--- src/rtl/rsac_pkg.sv ---
// Shared types, constants and command codes of the radiometer step averager.
package rsac_pkg;

    localparam int CHANNELS_DEF   = 32;
    localparam int MAX_SWEEPS_DEF = 1024;
    localparam int MAX_COUNT_DEF  = 65535;

    localparam int NUM_KINDS = 6;

    localparam logic [2:0] KIND_OFF_I  = 3'd0;
    localparam logic [2:0] KIND_GAIN_I = 3'd1;
    localparam logic [2:0] KIND_OFF_Q  = 3'd2;
    localparam logic [2:0] KIND_GAIN_Q = 3'd3;
    localparam logic [2:0] KIND_KQI    = 3'd4;
    localparam logic [2:0] KIND_KIQ    = 3'd5;

    localparam logic OP_SAMPLE = 1'b0;
    localparam logic OP_LOAD   = 1'b1;

    localparam logic CFG_NULL_I = 1'b0;
    localparam logic CFG_NULL_Q = 1'b1;

    localparam logic LANE_I = 1'b0;
    localparam logic LANE_Q = 1'b1;

    typedef struct packed {
        logic               operation;
        logic signed [23:0] sample_i;
        logic signed [23:0] sample_q;
        logic [4:0]         channel_index;
        logic [31:0]        elapsed_time;
        logic [47:0]        clock_time;
        logic [4:0]         coef_channel;
        logic [2:0]         coef_kind;
        logic signed [31:0] coef_value;
    } t_in;

    typedef struct packed {
        logic [4:0]         step_channel;
        logic [9:0]         sweep_index;
        logic signed [23:0] mean_i;
        logic signed [23:0] mean_q;
        logic signed [31:0] bright_temp_i;
        logic signed [31:0] bright_temp_q;
        logic [31:0]        mean_elapsed;
        logic [47:0]        mean_clock;
        logic               invalid;
    } t_out;

    typedef enum logic [3:0] {
        CMD_NONE,
        CMD_ACCEPT,
        CMD_EMPTY,
        CMD_READ,
        CMD_DIV_START,
        CMD_DIV_STORE,
        CMD_MUL_KK,
        CMD_D16,
        CMD_SINGULAR,
        CMD_MUL_K,
        CMD_NUM,
        CMD_MUL_HI,
        CMD_MUL_LO,
        CMD_BRIGHT,
        CMD_EMIT
    } t_cmd;

    typedef enum logic [2:0] {
        JOB_MI,
        JOB_MQ,
        JOB_ME,
        JOB_MC,
        JOB_X
    } t_job;

    typedef struct packed {
        t_cmd       cmd;
        t_job       job;
        logic       lane;
        logic [2:0] kind;
    } t_ctl;

    typedef struct packed {
        logic item_change;
        logic count_zero;
        logic d16_zero;
        logic div_done;
        logic out_free;
    } t_sts;

endpackage

--- src/rtl/rsac_ctrl.sv ---
// Sequencer that steps the datapath through averaging and calibration.
module rsac_ctrl (
    input  logic           i_clk,
    input  logic           i_rst_n,
    input  logic           i_valid,
    output logic           o_stall,
    input  rsac_pkg::t_sts i_sts,
    output rsac_pkg::t_ctl o_ctl
);
    import rsac_pkg::*;

    typedef enum logic [3:0] {
        S_IDLE,
        S_CHECK,
        S_EMPTY,
        S_READ,
        S_DIV_GO,
        S_DIV_WAIT,
        S_MUL_KK,
        S_D16,
        S_CHK_D,
        S_SINGULAR,
        S_MUL_K,
        S_NUM,
        S_MUL_HI,
        S_MUL_LO,
        S_BRIGHT,
        S_EMIT
    } t_state;

    t_state     r_state;
    t_job       r_job;
    logic       r_lane;
    logic [2:0] r_kind;

    always_ff @(posedge i_clk) begin
        if (!i_rst_n) begin
            r_state <= S_IDLE;
            r_job   <= JOB_MI;
            r_lane  <= LANE_I;
            r_kind  <= '0;
        end else begin
            unique case (r_state)
                S_IDLE: begin
                    if (i_valid && i_sts.item_change) begin
                        r_state <= S_CHECK;
                    end
                end
                S_CHECK: begin
                    r_kind <= '0;
                    r_state <= i_sts.count_zero ? S_EMPTY : S_READ;
                end
                S_EMPTY: r_state <= S_EMIT;
                S_READ: begin
                    if (r_kind == KIND_KIQ) begin
                        r_job   <= JOB_MI;
                        r_state <= S_DIV_GO;
                    end else begin
                        r_kind <= r_kind + 3'd1;
                    end
                end
                S_DIV_GO: r_state <= S_DIV_WAIT;
                S_DIV_WAIT: begin
                    if (i_sts.div_done) begin
                        unique case (r_job)
                            JOB_MI: begin
                                r_job   <= JOB_MQ;
                                r_state <= S_DIV_GO;
                            end
                            JOB_MQ: begin
                                r_job   <= JOB_ME;
                                r_state <= S_DIV_GO;
                            end
                            JOB_ME: begin
                                r_job   <= JOB_MC;
                                r_state <= S_DIV_GO;
                            end
                            JOB_MC:  r_state <= S_MUL_KK;
                            JOB_X:   r_state <= S_MUL_HI;
                            default: r_state <= S_IDLE;
                        endcase
                    end
                end
                S_MUL_KK: r_state <= S_D16;
                S_D16:    r_state <= S_CHK_D;
                S_CHK_D: begin
                    r_lane  <= LANE_I;
                    r_state <= i_sts.d16_zero ? S_SINGULAR : S_MUL_K;
                end
                S_SINGULAR: r_state <= S_EMIT;
                S_MUL_K:    r_state <= S_NUM;
                S_NUM: begin
                    r_job   <= JOB_X;
                    r_state <= S_DIV_GO;
                end
                S_MUL_HI: r_state <= S_MUL_LO;
                S_MUL_LO: r_state <= S_BRIGHT;
                S_BRIGHT: begin
                    if (r_lane == LANE_I) begin
                        r_lane  <= LANE_Q;
                        r_state <= S_MUL_K;
                    end else begin
                        r_state <= S_EMIT;
                    end
                end
                S_EMIT: begin
                    if (i_sts.out_free) begin
                        r_state <= S_IDLE;
                    end
                end
                default: r_state <= S_IDLE;
            endcase
        end
    end

    always_comb begin
        o_ctl.cmd  = CMD_NONE;
        o_ctl.job  = r_job;
        o_ctl.lane = r_lane;
        o_ctl.kind = r_kind;
        unique case (r_state)
            S_IDLE:     if (i_valid) o_ctl.cmd = CMD_ACCEPT;
            S_EMPTY:    o_ctl.cmd = CMD_EMPTY;
            S_READ:     o_ctl.cmd = CMD_READ;
            S_DIV_GO:   o_ctl.cmd = CMD_DIV_START;
            S_DIV_WAIT: if (i_sts.div_done) o_ctl.cmd = CMD_DIV_STORE;
            S_MUL_KK:   o_ctl.cmd = CMD_MUL_KK;
            S_D16:      o_ctl.cmd = CMD_D16;
            S_SINGULAR: o_ctl.cmd = CMD_SINGULAR;
            S_MUL_K:    o_ctl.cmd = CMD_MUL_K;
            S_NUM:      o_ctl.cmd = CMD_NUM;
            S_MUL_HI:   o_ctl.cmd = CMD_MUL_HI;
            S_MUL_LO:   o_ctl.cmd = CMD_MUL_LO;
            S_BRIGHT:   o_ctl.cmd = CMD_BRIGHT;
            S_EMIT:     if (i_sts.out_free) o_ctl.cmd = CMD_EMIT;
            default:    o_ctl.cmd = CMD_NONE;
        endcase
    end

    assign o_stall = r_state != S_IDLE;

endmodule
--- config.mk ---
export PLATFORM = sky130hd
export DESIGN_NAME = rsac_ctrl
export DESIGN_NICKNAME = d
export VERILOG_FILES = /design/src/rtl/rsac_pkg.sv /design/src/rtl/rsac_ctrl.sv
export SDC_FILE = /design/constraint.sdc
export NUM_CORES = 1
export LEC_CHECK = 0
export BUFFER_PORTS_ARGS = -buffer_cell sky130_fd_sc_hd__buf_2
export CORE_UTILIZATION = 50
export DETAILED_ROUTE_END_ITERATION = 6
export PLACE_DENSITY = 0.75
export SYNTH_ARGS = -nofsm -noshare
export SYNTH_HDL_FRONTEND = slang
export SYNTH_SLANG_ARGS = --single-unit
--- constraint.sdc ---
create_clock -name i_clk -period 2.79 [get_ports i_clk]
set_input_delay 0.558 -clock i_clk [delete_from_list [all_inputs] [get_ports i_clk]]
set_output_delay 0.558 -clock i_clk [all_outputs]
set_load 0.05 [all_outputs]
# == Word level (Yosys, flattened, before mapping) ==
# Cells that the tools add are included.
# totals
input_bits,8
ff_bits,11
# op_classes
n_eq_ne,26
muxes,20
reduce_logical,12
addsub,1
# op_table
op,n
one-hot mux 4 bit (15 select lines),1
one-hot mux 4 bit (14 select lines),1
"== test 4 bit, second input constant",8
two-way mux 4 bit,5
one-hot mux 3 bit (3 select lines),2
"== test 4 x 3 -> 1 bit, second input constant",4
two-way mux 3 bit,5
one-hot mux 4 bit (3 select lines),1
"inequality test 2 bit, second input constant",5
"== test 4 x 2 -> 1 bit, second input constant",2
AND reduction 4 bit,2
"== test 3 x 2 -> 1 bit, second input constant",2
"== test 3 bit, second input constant",2
one-hot mux 3 bit (2 select lines),1
"== test 4 x 1 -> 1 bit, second input constant",1
logical NOT 4 bit,1
"inequality test 4 x 1 -> 1 bit, second input constant",1
nonzero test 2 bit,2
nonzero test 4 bit,1
"adder 3 x 1 -> 3 bit, second input constant",1
"== test 3 x 1 -> 1 bit, second input constant",1
logical NOT 3 bit,1
nonzero test 3 bit,1
OR reduction 3 bit,1
other kinds (6),7

# == Logic depth before layout (Yosys ltp) ==
# logic_depth
ltp_word,5
mapped_depth,6

# == Least setup slack after synthesis ==
# No wires, ideal clock.
# synth_path
path_type,flip-flop to output port
startpoint,reg r_state[1]
endpoint,out o_ctl[10] (netlist name)
arrival_time_ps,2110
path_stages_with_launch,4
setup_slack_ps,122
path_cell_list,dfxtp_1 > clkbuf_1 > clkbuf_1 > a311oi_1
# synth_lines
element,line,rtl
start: declaration,rsac_ctrl.sv:31,t_state r_state;
start signal: assignment,rsac_ctrl.sv:51,r_state <= i_sts.count_zero ? S_EMPTY : S_READ;
start signal: assignment,rsac_ctrl.sv:88,r_state <= i_sts.d16_zero ? S_SINGULAR : S_MUL_K;
end: declaration,rsac_ctrl.sv:8,output rsac_pkg::t_ctl o_ctl

==> parameters.txt <==
Parameter                              Value

Finish
  Number of inserted diodes    0
  Fraction of the core area covered by cells at the end of the flow    0.6220
  Final-layout fill cell count    around 150
  Area growth from synthesis to layout    12.97%
  Final #Nets    137
  Proportion of layout cells with a drive suffix above 1    0.2460
  Summed area of non-filler cells in the final layout    about 970 µm²
  Commonest non-fill, non-tap cells in the layout    sky130_fd_sc_hd__buf_2 (19), sky130_fd_sc_hd__a21oi_1 (11), sky130_fd_sc_hd__dfxtp_1 (11)
  Most frequent standard cell in the layout excluding fill and tap cells    sky130_fd_sc_hd__buf_2
  Post-layout instance count excluding filler cells    about 140

Placement
  Placement-stage worst setup slack    0.5961 ns
  Number of cells in the design after placement    around 140
  Final estimated routing congestion in global placement    ~0.89
  Count of buffers inserted at the top-level ports    19
  HPWL reported at the end of detailed placement    1.425 mm
  Placement Cell Area    943.4 µm²

Clocking
  Post-CTS Hold Fix Bufs    0
  Clock latency at the later pin of the worst-skew pair    about 0.27 ns
  Number of levels the H-tree was split into    1
  CTS Root Cell    sky130_fd_sc_hd__clkbuf_4
  Maximum root-to-sink buffer count    2
  Setup fix buffers added after clock tree synthesis    0
  Clock buffers created by TritonCTS    3
  # clock sinks    11
  TritonCTS clock tree    yes
  Clk pin slew, worst setup/hold paths    around 0.07 ns
  Number of instances resized during post-cts repair    0

Die
  Io pins    20
  Placeable Area    roughly 1600 µm²
  Initial cell density of the core    0.5506
  Die area    between 1500 and 2000 µm²
  Die outline height    about 43 µm
  Number of core rows    14
  Width of the chip    around 43 µm

Synthesis
  Mux contribution to synthesized area    0.02332
  Count of yosys warnings during synthesis    0
  Cell Area, Synth    858.3 µm²
  Adder-cell area share of the yosys netlist    0.02915
  Flip-flop and latch count after synthesis    11
  Mapped Cells    110
  Net count after synthesis    120
  Compound-cell area share of the yosys netlist    0.3382
  Combinational family with the most area after synthesis    compound AO/OA/AOI/OAI gates
  Library cells used by synthesis    46
  Area share of and/or/nand/nor cells after synthesis    0.2536
  Post-synthesis share of cell area spent on xor and xnor gates    0.02041
  Syn Area/Cell    7.803 µm²
  Sequential area share after synthesis    0.2566

Timing
  Final count of hold timing violations    0
  Final setup viols    0
  Max Clock Freq    between 0.3 and 0.4 GHz
  PnR worst setup slack    0.2367 ns
  Share of the cycle needed by the critical path after routing    0.9152
  Sum of negative setup slack    0 ns
  Max-slew headroom    0.6419
  Transition time at the pin with the least slew margin    about 0.54 ns
  Worst clock skew on the final layout    ~0.0025 ns
  RSZ-0062 raised after global routing    no
  Clock period minus final worst setup slack    around 2.6 ns
  Final-report max-slew violation count    0
  Final-layout worst hold slack    between 0.5 and 0.6 ns

Setup path
  Critical R2R Launch    r_state[0]
  CP Capture Type    output port
  Top fanout value on the critical path    15
  Required arrival time at the worst endpoint    2.23 ns
  Worst setup path start    r_state[2]
  Crit start category    flop
  CP Data Arrival Time    about 2.0 ns
  Kind of critical path    reg2out

Routing
  First DRT Iteration DRCs    between 40 and 50
  # DRC    2
  DR vias    888
  First-pass detailed-route iteration total    6
  Detail-routed via count per cell    approximately 6.3
  Drt total wl    around 2 mm
  Per-cell routed wire length    around 14 µm
  Count of antenna-violating nets left after detailed routing    0

Min path
  Kind of path behind the tightest hold check    reg2reg
  Source of the worst hold timing path    r_kind[2]

GRT
  GRT Util Overall    0.2472
  Overflow left after global routing    0
  Number of global-route vias before repair    a little under 800
  Largest net degree at the start of global routing    16
  Initial antenna violation count    0
  Global-route wire length before repair    3.463 mm

Run
  Number of max-cap violations    0

Run status
  Failing checks    design-rule violations
  Outcome    finished, violations left

Power and ir drop
  Power Density    1112 nW/µm²
  Worst IR drop on VDD    ~0.00074 V
  Overall power consumption    ~1.1 mW
  Leakage power total    ~0.36 nW
worst paths after layout:
check | to | slack (ns) | cells after the start
setup / recovery | o_ctl[8] | 0.24 | 6
hold / removal | r_kind[2] | 0.56 | 2
setup reg to reg | r_state[1] | 0.61 | 5
hold reg to reg | r_kind[2] | 0.56 | 2
cells by family (layout without fill, tap and decap cells):
logic type / count (synthesis) / after routing
fa+ha+maj: 2 / 2
flops: 11 / 11
compound gates: 38 / 38
buf+inv: 15 / 31
xor+xnor: 2 / 2
mux: 2 / 2
simple gates: 40 / 40
where the power goes:
part	leakage, nW	switching (mW)	internal [mW]	total, mW
combinational	0.253	0.453	0.241	0.695
sequential	0.0895	0.0868	0.187	0.274
clock	0.0150	0.0540	0.0553	0.109
Yosys cell counts, drive strengths merged:
library cell	n	share of area
o41ai	1	0.010
dfxtp	11	0.26
or3	3	0.028
o21ai	6	0.035
nor3	4	0.023
o221ai	1	0.010
a2111oi	2	0.050
o311a	1	0.012
buf	4	0.031
a21oi	11	0.064
o31ai	3	0.026
nand2b	3	0.022
a211oi	1	0.015
nor4	2	0.015
inv	6	0.026
a311oi	1	0.010
a32oi	1	0.010
o31a	1	0.010
o311ai	1	0.010
nor3b	2	0.017
nand2	7	0.031
and2	1	0.0073
o22ai	1	0.0073
nand3	2	0.012
clkbuf	5	0.022
or4	1	0.0087
a21boi	2	0.017
o211ai	1	0.0087
nand3b	3	0.026
nor2	8	0.035
nor2b	3	0.022
mux2i	2	0.023
a31oi	1	0.0073
o21bai	1	0.0087
or2	1	0.0073
xor2	1	0.010
ha	2	0.029
o221a	2	0.026
xnor2	1	0.010
per-layer routing:
metal	vias up	GRT usage	part of all wire
li1	441	-	-
met4	0	0.1188	0.0078
met1	417	0.3402	0.47
met3	2	0.05417	0.049
met2	28	0.3667	0.47
met5	-	0	0
state kept, by name, summed over array words and instances, names as in the netlist:
| signal | count |
|---|---|
| r_kind | 3 |
| r_job | 3 |
| r_lane | 1 |
| r_state | 4 |
critical path, stage by stage (launching register included):
cell	delay (ns)
sky130_fd_sc_hd__dfxtp_1	0.66
sky130_fd_sc_hd__inv_1	0.34
sky130_fd_sc_hd__nor2_1	0.29
sky130_fd_sc_hd__o21ai_1	0.09
sky130_fd_sc_hd__nand2_1	0.07
sky130_fd_sc_hd__o31ai_1	0.06
sky130_fd_sc_hd__buf_2	0.22
final cells by class:
cell class | instances | area [µm²] | share of cell area
multi-input combinational | 84 | 570.5 | 0.5884
sequential | 11 | 220.2 | 0.2271
timing repair buffer | 21 | 110.1 | 0.1135
clock buffer | 4 | 26.28 | 0.02710
inverter | 6 | 22.52 | 0.02323
tap | 16 | 20.02 | 0.02065
Note: power is estimated with default switching activity, not from simulation.
